## src/design/aocs_pkg.sv

```systemverilog
package aocs_pkg;

	// channel configuration
	localparam int CHANNEL_COUNT = 3;
	localparam int NUM_CH        = 3;
	localparam int ACT_CH        = (CHANNEL_COUNT < NUM_CH) ? CHANNEL_COUNT : NUM_CH;
	localparam logic [NUM_CH-1:0] ACT_MASK = NUM_CH'((1 << ACT_CH) - 1);
	localparam int MAX_SAMPLES   = 1024;

	// field widths
	localparam int SUM_W  = 32;
	localparam int CNT_W  = 11;
	localparam int CODE_W = 9;
	localparam int GAIN_W = 5;
	localparam int TGT_W  = 24;
	localparam int IGN_W  = 15;
	localparam int IOFS_W = 27;

	// quotient is only needed below 2^17; larger averages take the overflow path
	localparam int QUO_W = 17;
	localparam int REM_W = CNT_W;
	localparam int BIT_W = 5;

	localparam logic [CODE_W-1:0] CODE_MAX       = 9'h1FF;
	localparam logic [CODE_W-1:0] CODE_BREAK     = 9'h100;
	localparam logic [CODE_W-1:0] DECODE_BASE    = 9'h0FF;
	localparam logic [QUO_W-1:0]  DEFAULT_TARGET = 17'h00080;

	localparam logic CMD_RESTART = 1'b0;
	localparam logic CMD_STEP    = 1'b1;

	localparam logic STATUS_OK     = 1'b0;
	localparam logic STATUS_REJECT = 1'b1;

	typedef logic [CODE_W-1:0] code_t;
	typedef logic [GAIN_W-1:0] gain_t;

	typedef enum logic [1:0] {
		REG_TARGETS = 2'd0,
		REG_GAINS   = 2'd1,
		REG_EVEN    = 2'd2,
		REG_ODD     = 2'd3
	} reg_idx_t;

	function automatic code_t decode_code(input code_t code);
		return (code < CODE_BREAK) ? code_t'(DECODE_BASE - code) : code;
	endfunction

	function automatic code_t encode_value(input code_t value);
		return (value < CODE_BREAK) ? code_t'(CODE_BREAK - value) : value;
	endfunction

endpackage

```

## src/design/aocs_in_if.sv

```systemverilog
interface aocs_in_if import aocs_pkg::*; ();
	logic              valid;
	logic              ready;
	logic              cmd;
	logic              parity;
	logic [SUM_W-1:0]  sum_red;
	logic [SUM_W-1:0]  sum_green;
	logic [SUM_W-1:0]  sum_blue;
	logic [CNT_W-1:0]  samples_used;

	modport source (output valid, cmd, parity, sum_red, sum_green, sum_blue, samples_used,
		input ready);
	modport sink (input valid, cmd, parity, sum_red, sum_green, sum_blue, samples_used,
		output ready);
endinterface

```

## src/design/aocs_out_if.sv

```systemverilog
interface aocs_out_if import aocs_pkg::*; ();
	logic  valid;
	logic  ready;
	logic  status;
	logic  changed;
	logic  [1:0] settled_count;
	logic  [1:0] gain_cuts;
	logic  all_ready;
	code_t offset_red;
	code_t offset_green;
	code_t offset_blue;
	gain_t gain_red;
	gain_t gain_green;
	gain_t gain_blue;

	modport source (output valid, status, changed, settled_count, gain_cuts, all_ready,
		offset_red, offset_green, offset_blue, gain_red, gain_green, gain_blue,
		input ready);
	modport sink (input valid, status, changed, settled_count, gain_cuts, all_ready,
		offset_red, offset_green, offset_blue, gain_red, gain_green, gain_blue,
		output ready);
endinterface

```

## src/design/adc_offset_calibration_step_top.sv

```systemverilog
// Sequence: restart and rejected items go from idle straight to the finish state; a step item
//   visits each active channel in turn, one load step per ready, all-black or overflowing channel
//   and load, divide and update steps per channel that runs the divider, then finishes.
// Throughput: one item at a time; the next item is taken once the result has been loaded into the
//   output register and the sequencer is back in idle. The 17-step restoring divider is the longest part.
// Reset (arst_n low): config registers, offset codes, gains and ready flags clear to zero.
module adc_offset_calibration_step_top import aocs_pkg::*; (
	input  logic        clk,
	input  logic        arst_n,
	aocs_in_if.sink     in_ch,
	aocs_out_if.source  out_ch,
	input  logic        psel,
	input  logic        penable,
	input  logic        pwrite,
	input  logic [3:0]  paddr,
	input  logic [31:0] pwdata,
	output logic [31:0] prdata,
	output logic        pready
);

	typedef enum logic [4:0] {
		ST_IDLE = 5'b00001,
		ST_LOAD = 5'b00010,
		ST_DIV  = 5'b00100,
		ST_UPD  = 5'b01000,
		ST_FIN  = 5'b10000
	} state_t;

	// configuration registers
	logic [TGT_W-1:0]  targets_q;
	logic [IGN_W-1:0]  init_gains_q;
	logic [IOFS_W-1:0] init_even_q;
	logic [IOFS_W-1:0] init_odd_q;

	// calibration state
	code_t             even_code_q [NUM_CH];
	code_t             odd_code_q  [NUM_CH];
	gain_t             gain_q      [NUM_CH];
	logic [NUM_CH-1:0] even_rdy_q;
	logic [NUM_CH-1:0] odd_rdy_q;

	// captured item
	logic [SUM_W-1:0]  sum_q [NUM_CH];
	logic [CNT_W-1:0]  cnt_q;
	logic              parity_q;

	// sequencer and shared divider
	state_t            state_q;
	logic [1:0]        ch_q;
	logic [BIT_W-1:0]  bit_q;
	logic [REM_W-1:0]  rem_q;
	logic [QUO_W-1:0]  div_q;
	logic [QUO_W-1:0]  quo_q;

	// per-item result flags
	logic              status_q;
	logic              changed_q;
	logic [1:0]        settled_q;
	logic [1:0]        cuts_q;
	logic              out_valid_q;

	//------------------------------------------------------------------
	// APB config port: writes complete in the access phase, no wait states
	//------------------------------------------------------------------
	logic     cfg_wr;
	reg_idx_t cfg_idx;

	assign pready  = 1'b1;
	assign cfg_wr  = psel & penable & pwrite & pready;
	assign cfg_idx = reg_idx_t'(paddr[3:2]);

	always_ff @(posedge clk or negedge arst_n) begin
		if (!arst_n) begin
			targets_q    <= '0;
			init_gains_q <= '0;
			init_even_q  <= '0;
			init_odd_q   <= '0;
		end else if (cfg_wr) begin
			case (cfg_idx)
				REG_TARGETS: targets_q    <= pwdata[TGT_W-1:0];
				REG_GAINS:   init_gains_q <= pwdata[IGN_W-1:0];
				REG_EVEN:    init_even_q  <= pwdata[IOFS_W-1:0];
				REG_ODD:     init_odd_q   <= pwdata[IOFS_W-1:0];
				default:     ;
			endcase
		end
	end

	always_comb begin
		case (cfg_idx)
			REG_TARGETS: prdata = {{(32-TGT_W){1'b0}}, targets_q};
			REG_GAINS:   prdata = {{(32-IGN_W){1'b0}}, init_gains_q};
			REG_EVEN:    prdata = {{(32-IOFS_W){1'b0}}, init_even_q};
			REG_ODD:     prdata = {{(32-IOFS_W){1'b0}}, init_odd_q};
			default:     prdata = '0;
		endcase
	end

	//------------------------------------------------------------------
	// Current channel view
	//------------------------------------------------------------------
	logic             in_acc;
	logic             fin_load;
	logic [SUM_W-1:0] cur_sum;
	code_t            cur_code;
	code_t            cur_dec;
	gain_t            cur_gain;
	logic             cur_rdy;
	logic [7:0]       tgt_byte;
	logic [QUO_W-1:0] tgt;
	logic             sum_big;
	logic             below;
	logic [QUO_W-1:0] diff;
	logic             cannot;
	code_t            new_dec;
	code_t            new_enc;
	logic [REM_W+1:0] trial;
	logic             last_ch;

	assign in_ch.ready = (state_q == ST_IDLE);
	assign in_acc      = in_ch.valid & in_ch.ready;
	assign fin_load    = (state_q == ST_FIN) & (~out_valid_q | out_ch.ready);

	assign cur_sum  = sum_q[ch_q];
	assign cur_code = parity_q ? odd_code_q[ch_q] : even_code_q[ch_q];
	assign cur_rdy  = parity_q ? odd_rdy_q[ch_q] : even_rdy_q[ch_q];
	assign cur_gain = gain_q[ch_q];
	assign cur_dec  = decode_code(cur_code);
	assign last_ch  = (ch_q == 2'(ACT_CH - 1));

	// target = byte << 8, a zero byte means the default
	assign tgt_byte = targets_q[{ch_q, 3'b000} +: 8];
	assign tgt      = (tgt_byte == 8'd0) ? DEFAULT_TARGET : {1'b0, tgt_byte, 8'h00};

	// (sum*256)/cnt >= 2^17 exactly when sum >= cnt*512: far beyond any target
	assign sum_big = (cur_sum[SUM_W-1:9] >= {{(SUM_W-9-CNT_W){1'b0}}, cnt_q});

	// restoring divider step: shift in next dividend bit, subtract count if it fits
	assign trial = {1'b0, rem_q, div_q[QUO_W-1]} - {2'b00, cnt_q};

	// offset move once the average is known
	assign below   = (quo_q < tgt);
	assign diff    = below ? (tgt - quo_q) : (quo_q - tgt);
	assign cannot  = below ? (({1'b0, diff} + (QUO_W+1)'(cur_dec)) > (QUO_W+1)'(CODE_MAX))
		: (diff > QUO_W'(cur_dec));
	assign new_dec = below ? code_t'(cur_dec + diff[CODE_W-1:0])
		: code_t'(cur_dec - diff[CODE_W-1:0]);
	assign new_enc = encode_value(new_dec);

	// channel action for this cycle
	logic  act_rdy;
	logic  act_code;
	logic  act_cut;
	code_t act_val;
	logic  go_div;

	always_comb begin
		act_rdy  = 1'b0;
		act_code = 1'b0;
		act_cut  = 1'b0;
		act_val  = CODE_MAX;
		go_div   = 1'b0;
		case (state_q)
			ST_LOAD: begin
				if (!cur_rdy) begin
					if (cur_sum == '0) begin
						// all-black window: push offset to the top code
						if (cur_code == CODE_MAX) act_rdy = 1'b1;
						else act_code = 1'b1;
					end else if (sum_big) begin
						if (cur_gain != '0) act_cut = 1'b1;
						else act_rdy = 1'b1;
					end else begin
						go_div = 1'b1;
					end
				end
			end
			ST_UPD: begin
				if (cannot) begin
					if (cur_gain != '0) act_cut = 1'b1;
					else act_rdy = 1'b1;
				end else if (new_enc != cur_code) begin
					act_code = 1'b1;
					act_val  = new_enc;
				end else begin
					act_rdy = 1'b1;
				end
			end
			default: ;
		endcase
	end

	//------------------------------------------------------------------
	// Sequencer, divider and calibration state
	//------------------------------------------------------------------
	always_ff @(posedge clk or negedge arst_n) begin
		if (!arst_n) begin
			state_q     <= ST_IDLE;
			ch_q        <= '0;
			bit_q       <= '0;
			rem_q       <= '0;
			div_q       <= '0;
			quo_q       <= '0;
			status_q    <= STATUS_OK;
			changed_q   <= 1'b0;
			settled_q   <= '0;
			cuts_q      <= '0;
			out_valid_q <= 1'b0;
			even_rdy_q  <= '0;
			odd_rdy_q   <= '0;
			for (int i = 0; i < NUM_CH; i++) begin
				even_code_q[i] <= '0;
				odd_code_q[i]  <= '0;
				gain_q[i]      <= '0;
			end
		end else begin
			// result valid: set on load, cleared once taken
			out_valid_q <= fin_load | (out_valid_q & ~out_ch.ready);

			case (state_q)
				ST_IDLE: begin
					if (in_acc) begin
						status_q  <= STATUS_OK;
						changed_q <= 1'b0;
						settled_q <= '0;
						cuts_q    <= '0;
						ch_q      <= '0;
						if (in_ch.cmd == CMD_RESTART) begin
							for (int i = 0; i < NUM_CH; i++) begin
								gain_q[i]      <= init_gains_q[GAIN_W*i +: GAIN_W];
								even_code_q[i] <= init_even_q[CODE_W*i +: CODE_W];
								odd_code_q[i]  <= init_odd_q[CODE_W*i +: CODE_W];
							end
							even_rdy_q <= '0;
							odd_rdy_q  <= '0;
							state_q    <= ST_FIN;
						end else if (in_ch.samples_used == '0 ||
							in_ch.samples_used > CNT_W'(MAX_SAMPLES)) begin
							status_q <= STATUS_REJECT;
							state_q  <= ST_FIN;
						end else begin
							state_q <= ST_LOAD;
						end
					end
				end
				ST_LOAD: begin
					if (go_div) begin
						rem_q   <= cur_sum[9 +: REM_W];
						div_q   <= {cur_sum[8:0], 8'h00};
						quo_q   <= '0;
						bit_q   <= '0;
						state_q <= ST_DIV;
					end else begin
						ch_q    <= last_ch ? ch_q : ch_q + 2'd1;
						state_q <= last_ch ? ST_FIN : ST_LOAD;
					end
				end
				ST_DIV: begin
					rem_q <= trial[REM_W+1] ? {rem_q[REM_W-2:0], div_q[QUO_W-1]}
						: trial[REM_W-1:0];
					quo_q <= {quo_q[QUO_W-2:0], ~trial[REM_W+1]};
					div_q <= {div_q[QUO_W-2:0], 1'b0};
					bit_q <= bit_q + 1'b1;
					if (bit_q == BIT_W'(QUO_W - 1)) state_q <= ST_UPD;
				end
				ST_UPD: begin
					ch_q    <= last_ch ? ch_q : ch_q + 2'd1;
					state_q <= last_ch ? ST_FIN : ST_LOAD;
				end
				ST_FIN: begin
					if (fin_load) state_q <= ST_IDLE;
				end
				default: state_q <= ST_IDLE;
			endcase

			// apply the channel action chosen above
			if (act_rdy) begin
				if (parity_q) odd_rdy_q[ch_q] <= 1'b1;
				else even_rdy_q[ch_q] <= 1'b1;
				settled_q <= settled_q + 2'd1;
			end
			if (act_code) begin
				if (parity_q) odd_code_q[ch_q] <= act_val;
				else even_code_q[ch_q] <= act_val;
				changed_q <= 1'b1;
			end
			if (act_cut) begin
				gain_q[ch_q] <= cur_gain - 1'b1;
				cuts_q       <= cuts_q + 2'd1;
				changed_q    <= 1'b1;
			end
		end
	end

	// item capture and result register: payload only
	always_ff @(posedge clk) begin
		if (in_acc) begin
			parity_q <= in_ch.parity;
			cnt_q    <= in_ch.samples_used;
			sum_q[0] <= in_ch.sum_red;
			sum_q[1] <= in_ch.sum_green;
			sum_q[2] <= in_ch.sum_blue;
		end
		if (fin_load) begin
			out_ch.status        <= status_q;
			out_ch.changed       <= changed_q;
			out_ch.settled_count <= settled_q;
			out_ch.gain_cuts     <= cuts_q;
			out_ch.all_ready     <= &((even_rdy_q & odd_rdy_q) | ~ACT_MASK);
			out_ch.offset_red    <= ACT_MASK[0] ? (parity_q ? odd_code_q[0] : even_code_q[0]) : '0;
			out_ch.offset_green  <= ACT_MASK[1] ? (parity_q ? odd_code_q[1] : even_code_q[1]) : '0;
			out_ch.offset_blue   <= ACT_MASK[2] ? (parity_q ? odd_code_q[2] : even_code_q[2]) : '0;
			out_ch.gain_red      <= ACT_MASK[0] ? gain_q[0] : '0;
			out_ch.gain_green    <= ACT_MASK[1] ? gain_q[1] : '0;
			out_ch.gain_blue     <= ACT_MASK[2] ? gain_q[2] : '0;
		end
	end

	assign out_ch.valid = out_valid_q;

	//------------------------------------------------------------------
	// Assertions
	//------------------------------------------------------------------
	// a finished item waits while the previous result is still pending
	a_fin_hold: assert property (@(posedge clk) disable iff (!arst_n)
		(state_q == ST_FIN && out_valid_q && !out_ch.ready)
		|=> (state_q == ST_FIN && $stable(out_ch.status)))
		else $error("result overwritten while pending");

	a_div_len: assert property (@(posedge clk) disable iff (!arst_n)
		(state_q == ST_DIV) |-> (bit_q < BIT_W'(QUO_W)))
		else $error("divider ran past quotient width");

	a_counts: assert property (@(posedge clk) disable iff (!arst_n)
		(state_q == ST_FIN) |-> ((3'(settled_q) + 3'(cuts_q)) <= 3'(ACT_CH)))
		else $error("more channel actions than channels");

	a_reject: assert property (@(posedge clk) disable iff (!arst_n)
		(in_acc && in_ch.cmd == CMD_STEP && in_ch.samples_used == '0)
		|=> (state_q == ST_FIN && status_q == STATUS_REJECT))
		else $error("empty window not rejected");

endmodule

```

## src/flat_wrapper.sv

```systemverilog
// flat-port wrapper written by rule: the top's interface ports become plain ports
module adc_offset_calibration_step_top_flat import aocs_pkg::*;
  (clk, arst_n, psel, penable, pwrite, paddr, pwdata, prdata, pready, in_ch_valid, in_ch_cmd, in_ch_parity, in_ch_sum_red, in_ch_sum_green, in_ch_sum_blue, in_ch_samples_used, in_ch_ready, out_ch_valid, out_ch_status, out_ch_changed, out_ch_settled_count, out_ch_gain_cuts, out_ch_all_ready, out_ch_offset_red, out_ch_offset_green, out_ch_offset_blue, out_ch_gain_red, out_ch_gain_green, out_ch_gain_blue, out_ch_ready);
  aocs_in_if in_ch_i ();
  aocs_out_if out_ch_i ();
  input  logic clk;
  input  logic arst_n;
  input  logic psel;
  input  logic penable;
  input  logic pwrite;
  input  logic [3:0] paddr;
  input  logic [31:0] pwdata;
  output logic [31:0] prdata;
  output logic pready;
  input wire logic [$bits(in_ch_i.valid)-1:0] in_ch_valid;
  input wire logic [$bits(in_ch_i.cmd)-1:0] in_ch_cmd;
  input wire logic [$bits(in_ch_i.parity)-1:0] in_ch_parity;
  input wire logic [$bits(in_ch_i.sum_red)-1:0] in_ch_sum_red;
  input wire logic [$bits(in_ch_i.sum_green)-1:0] in_ch_sum_green;
  input wire logic [$bits(in_ch_i.sum_blue)-1:0] in_ch_sum_blue;
  input wire logic [$bits(in_ch_i.samples_used)-1:0] in_ch_samples_used;
  output wire logic [$bits(in_ch_i.ready)-1:0] in_ch_ready;
  output wire logic [$bits(out_ch_i.valid)-1:0] out_ch_valid;
  output wire logic [$bits(out_ch_i.status)-1:0] out_ch_status;
  output wire logic [$bits(out_ch_i.changed)-1:0] out_ch_changed;
  output wire logic [$bits(out_ch_i.settled_count)-1:0] out_ch_settled_count;
  output wire logic [$bits(out_ch_i.gain_cuts)-1:0] out_ch_gain_cuts;
  output wire logic [$bits(out_ch_i.all_ready)-1:0] out_ch_all_ready;
  output wire logic [$bits(out_ch_i.offset_red)-1:0] out_ch_offset_red;
  output wire logic [$bits(out_ch_i.offset_green)-1:0] out_ch_offset_green;
  output wire logic [$bits(out_ch_i.offset_blue)-1:0] out_ch_offset_blue;
  output wire logic [$bits(out_ch_i.gain_red)-1:0] out_ch_gain_red;
  output wire logic [$bits(out_ch_i.gain_green)-1:0] out_ch_gain_green;
  output wire logic [$bits(out_ch_i.gain_blue)-1:0] out_ch_gain_blue;
  input wire logic [$bits(out_ch_i.ready)-1:0] out_ch_ready;
  assign in_ch_i.valid = in_ch_valid;
  assign in_ch_i.cmd = in_ch_cmd;
  assign in_ch_i.parity = in_ch_parity;
  assign in_ch_i.sum_red = in_ch_sum_red;
  assign in_ch_i.sum_green = in_ch_sum_green;
  assign in_ch_i.sum_blue = in_ch_sum_blue;
  assign in_ch_i.samples_used = in_ch_samples_used;
  assign in_ch_ready = in_ch_i.ready;
  assign out_ch_valid = out_ch_i.valid;
  assign out_ch_status = out_ch_i.status;
  assign out_ch_changed = out_ch_i.changed;
  assign out_ch_settled_count = out_ch_i.settled_count;
  assign out_ch_gain_cuts = out_ch_i.gain_cuts;
  assign out_ch_all_ready = out_ch_i.all_ready;
  assign out_ch_offset_red = out_ch_i.offset_red;
  assign out_ch_offset_green = out_ch_i.offset_green;
  assign out_ch_offset_blue = out_ch_i.offset_blue;
  assign out_ch_gain_red = out_ch_i.gain_red;
  assign out_ch_gain_green = out_ch_i.gain_green;
  assign out_ch_gain_blue = out_ch_i.gain_blue;
  assign out_ch_i.ready = out_ch_ready;
  adc_offset_calibration_step_top u_core (.clk(clk), .arst_n(arst_n), .in_ch(in_ch_i), .out_ch(out_ch_i), .psel(psel), .penable(penable), .pwrite(pwrite), .paddr(paddr), .pwdata(pwdata), .prdata(prdata), .pready(pready));
endmodule
```

## config.mk

```make
export PLATFORM = sky130hd
export DESIGN_NAME = adc_offset_calibration_step_top_flat
export DESIGN_NICKNAME = d
export VERILOG_FILES = /design/src/design/aocs_pkg.sv /design/src/design/aocs_in_if.sv /design/src/design/aocs_out_if.sv /design/src/design/adc_offset_calibration_step_top.sv /design/src/flat_wrapper.sv
export SDC_FILE = /design/constraint.sdc
export NUM_CORES = 1
export LEC_CHECK = 0
export ABC_AREA = 1
export BUFFER_PORTS_ARGS = -buffer_cell sky130_fd_sc_hd__buf_2
export CORE_UTILIZATION = 59
export DETAILED_ROUTE_END_ITERATION = 12
export GPL_TIMING_DRIVEN = 0
export PLACE_DENSITY = 0.84
export RECOVER_POWER = 100
export SLEW_MARGIN = 20
export SYNTH_ARGS = -nofsm -noshare
export SYNTH_HDL_FRONTEND = slang
export SYNTH_SLANG_ARGS = --single-unit
```

## constraint.sdc

```tcl
create_clock -name clk -period 9.7 [get_ports clk]
set_input_delay 1.94 -clock clk [delete_from_list [all_inputs] [get_ports clk]]
set_output_delay 1.94 -clock clk [all_outputs]
set_load 0.01 [all_outputs]
```

==> run_results.csv <==
group,metric,value,unit
global_route,grt_max_degree,85,
synthesis,avgSynthCellArea,8.589,sq um
floorplan,num_io_pins,236,
clock_network,ctsHoldBuffers,0,
status,violations,"max-capacitance violations, max-slew violations",
timing,fmax,107.2,MHz
layout,layout-drive-gt1-share,0.1031,
timing,skew,0.02631,ns
hold_path,min_path_cells,0,
worst_setup_path,r2r-end,"u_core.even_code_q[20]",
placement,io_buffers,221,
placement,place_congestion,0.9585,
placement,place.detailed.hpwl,47490,microns
clock_network,cts_root_buffer,"clkbuf_16",
clock_network,htree_levels,2,
worst_setup_path,arrival,9.76,ns
timing,fin_crit,9.332,ns
drt,drt_pass1_iterations,7,
drt,routed_wl,62500,microns
clock_network,clockBufferDepth,3,
timing,worst_slack,0.3683,ns
layout,mostFrequentLayoutCell,"nand2_1",
floorplan,dieArea,0.03544,sq mm
global_route,grt_usage,0.3559,
global_route,grt_pass1_wl,97170,microns
floorplan,die_w,188.3,microns
global_route,globalRouteOverflowTotal,0,
drt,vias_per_cell,5.902,
global_route,first_global_vias,18080,
floorplan,die_y,188.3,microns
drt,drc,0,
worst_setup_path,crit_end,"u_core.even_code_q[20]",
layout,nNetsFinal,2887,
worst_setup_path,startpoint,"u_core.ch_q[0]",
drt,drt_first_iter_violations,2045,
clock_network,insertion_delay,0.56,ns
worst_setup_path,path_class,"reg -> reg",
floorplan,start_util,0.6043,
clock_network,post-cts-setup-buffers,0,
layout,final_cell_mix,"634 x nand2_1, 293 x inv_1, 223 x dfrtp_1",
synthesis,synth_async_sr_flop_share,0.5879,
timing,hold_slack,0.4580,ns
worst_setup_path,end_kind,"register",
timing,max-slew-margin-rel,-1.697,
timing,tightest_slew,4.046,ns
worst_setup_path,slowest_delay,0.53,ns
synthesis,synth_edf_count,157,
power,ir_worst_vdd,0.6142,mV
synthesis,ys_seq_elements,381,
worst_setup_path,worstSetupStartpointType,"register",
worst_setup_path,reg2reg_depth,39,
layout,fillers,2777,
global_route,antenna_found_initial,5,
synthesis,synth_top_area_frac,0.2726,
clock_network,clkTransAtPathRegs,0.06,ns
clock_network,cts_tree,"yes",
timing,fin_crit_sh,0.9620,
power,powerDensity,350.0,mW/mm^2
worst_setup_path,r2r-start,"u_core.ch_q[0]",
worst_setup_path,crit_required,10.13,ns
layout,final_area,0.02332,sq mm
floorplan,num_rows,67,
worst_setup_path,crit_slowest_cell,"clkbuf_1",
synthesis,synth_area_leaders,"dfrtp_1 27%, edfxtp_1 23%, nand2_1 12%",
layout,synthToLayoutAreaGrowth,13.93,%
placement,place_ws,0.01628,ns
synthesis,yosys.area.top_type,"dfrtp_1",
timing,hold_viol,0,
clock_network,cts_made_buffers,40,
drt,vias,18510,
drt,post_drt_wl_per_cell,19.93,microns
flow_run,drv_cap,5,
synthesis,synth_cell_types,61,
timing,final-setup-viol-count,0,
worst_setup_path,reg2reg_slack,0.37,ns
timing,report.final.slew_viol_count,290,
placement,placed_area,0.02238,sq mm
floorplan,core,0.03387,sq mm
synthesis,seq_area_frac_synth,0.5043,
synthesis,ys_warn_count,0,
synthesis,syn-cell-area,0.02047,sq mm
power,leakage,10.99,nW
hold_path,hp-class,"reg -> reg",
status,status,"finished, violations left",
synthesis,synthFlopType,"dfrtp_1",
worst_setup_path,cp_max_fo,19,
drt,ant_nets,0,
clock_network,cts_sinks,381,
synthesis,netlist_instances,2383,
worst_setup_path,worst_path_most_repeated_cell,"nand2_1",
timing repair:
action	CTS	global route
endpoints found under the setup margin	10	63
gates resized for setup	1	10
pin swaps	0	0
Yosys cell counts, drive strengths merged, types with 3 or more instances:
cell type and count:
fa 4, nor3 21, a211oi 3, or2 6, a221oi 14, a21boi 3
inv 295, ha 75, o211ai 22, nand2 661, o31ai 3, buf 23
xor2 48, o21ai 217, and3 8, dfrtp 223, nand4 30, o22ai 33
xnor2 7, nor2 151, a21oi 97, nand3b 6, o2111ai 15, nand3 127
edfxtp 157, o221ai 15, nor2b 3, mux2 16, clkbuf 71, nor4 13
metal layers:
layer	track usage	part of all wire	vias to the layer above	wire length [microns]
li1	-	-	8474	-
met1	0.4724	0.40	8803	24930
met2	0.5664	0.46	1056	28500
met3	0.08028	0.10	173	6546
met4	0.1467	0.040	4	2500
met5	0	0.00040	-	25
where the power goes:
part	leakage, nW	switching (mW)	internal (mW)
logic	6.01	2.95	1.38
registers	4.37	0.220	2.13
clock network	0.610	0.642	0.842
total	11.0	3.82	4.35
cells by family (layout without fill, tap and decap cells):
| family | after synthesis | after routing | synth area share |
|---|---|---|---|
| fa+ha+maj | 79 | 79 | 0.04976 |
| flops | 381 | 381 | 0.5043 |
| xor+xnor | 55 | 55 | 0.02354 |
| buf+inv | 391 | 691 | 0.07556 |
| compound gates | 430 | 430 | 0.1218 |
| simple gates | 1028 | 1028 | 0.2154 |
| other cells | 2 | 7 | 0.0003669 |
| mux | 17 | 17 | 0.009292 |
cell type report:
class	instances	area, sq um	area share
flip-flops and latches	381	10320	0.4426
repair buffers	229	1022	0.04384
clock buffers	58	1131	0.04851
plain buffers	92	430.4	0.01846
clock inverters	15	118.9	0.005097
inverters	297	1115	0.04781
well taps	448	560.5	0.02404
diodes	1	2.502	0.0001073
multi-input cells	1615	8617	0.3695
stage by stage:
stage	TNS, ns	utilization	std cells	total power [mW]
after floorplan	0	-	2387	5.466
after global placement	-109.94	0.6540	3056	6.479
after detailed placement	0	0.6607	3064	6.626
after CTS	0	0.6976	3137	8.130
after global routing	-0.001394	0.6885	3135	8.776
final	0	0.6885	3136	8.162
registers in the layout (all words and copies together) (netlist names), 11 cells and up:
| name | flops |
|---|---|
| u_core.gain_q | 15 |
| u_core.odd_code_q | 27 |
| u_core.even_code_q | 27 |
| u_core.sum_q | 96 |
| u_core.init_even_q | 27 |
| u_core.cnt_q | 11 |
| u_core.targets_q | 24 |
| u_core.init_odd_q | 27 |
| u_core.init_gains_q | 15 |
| u_core.quo_q | 17 |
| u_core.rem_q | 11 |
worst min-delay path by stage:
stage	start	end
2_1_floorplan	u_core.status_q	u_core.out_ch.status
4_1_cts	u_core.gain_q[4]	u_core.out_ch.gain_blue[4]
3_3_place_gp	u_core.status_q	u_core.out_ch.status
3_5_place_dp	u_core.gain_q[4]	u_core.out_ch.gain_blue[4]
5_1_grt	u_core.gain_q[4]	u_core.out_ch.gain_blue[4]
6_report	u_core.gain_q[4]	u_core.out_ch.gain_blue[4]
worst max-delay path: cells and delay by family, from the launching register on:
kind / cells / cell delay (ns)
AO/OA/AOI/OAI: 5 / 1.03
AND/OR/NAND/NOR: 20 / 3.51
adder cells (fa/ha/maj): 5 / 1.55
flip-flops: 1 / 0.46
XOR/XNOR: 2 / 0.43
buffers and inverters: 7 / 2.22
No activity file was read; power rests on OpenSTA's default activity.
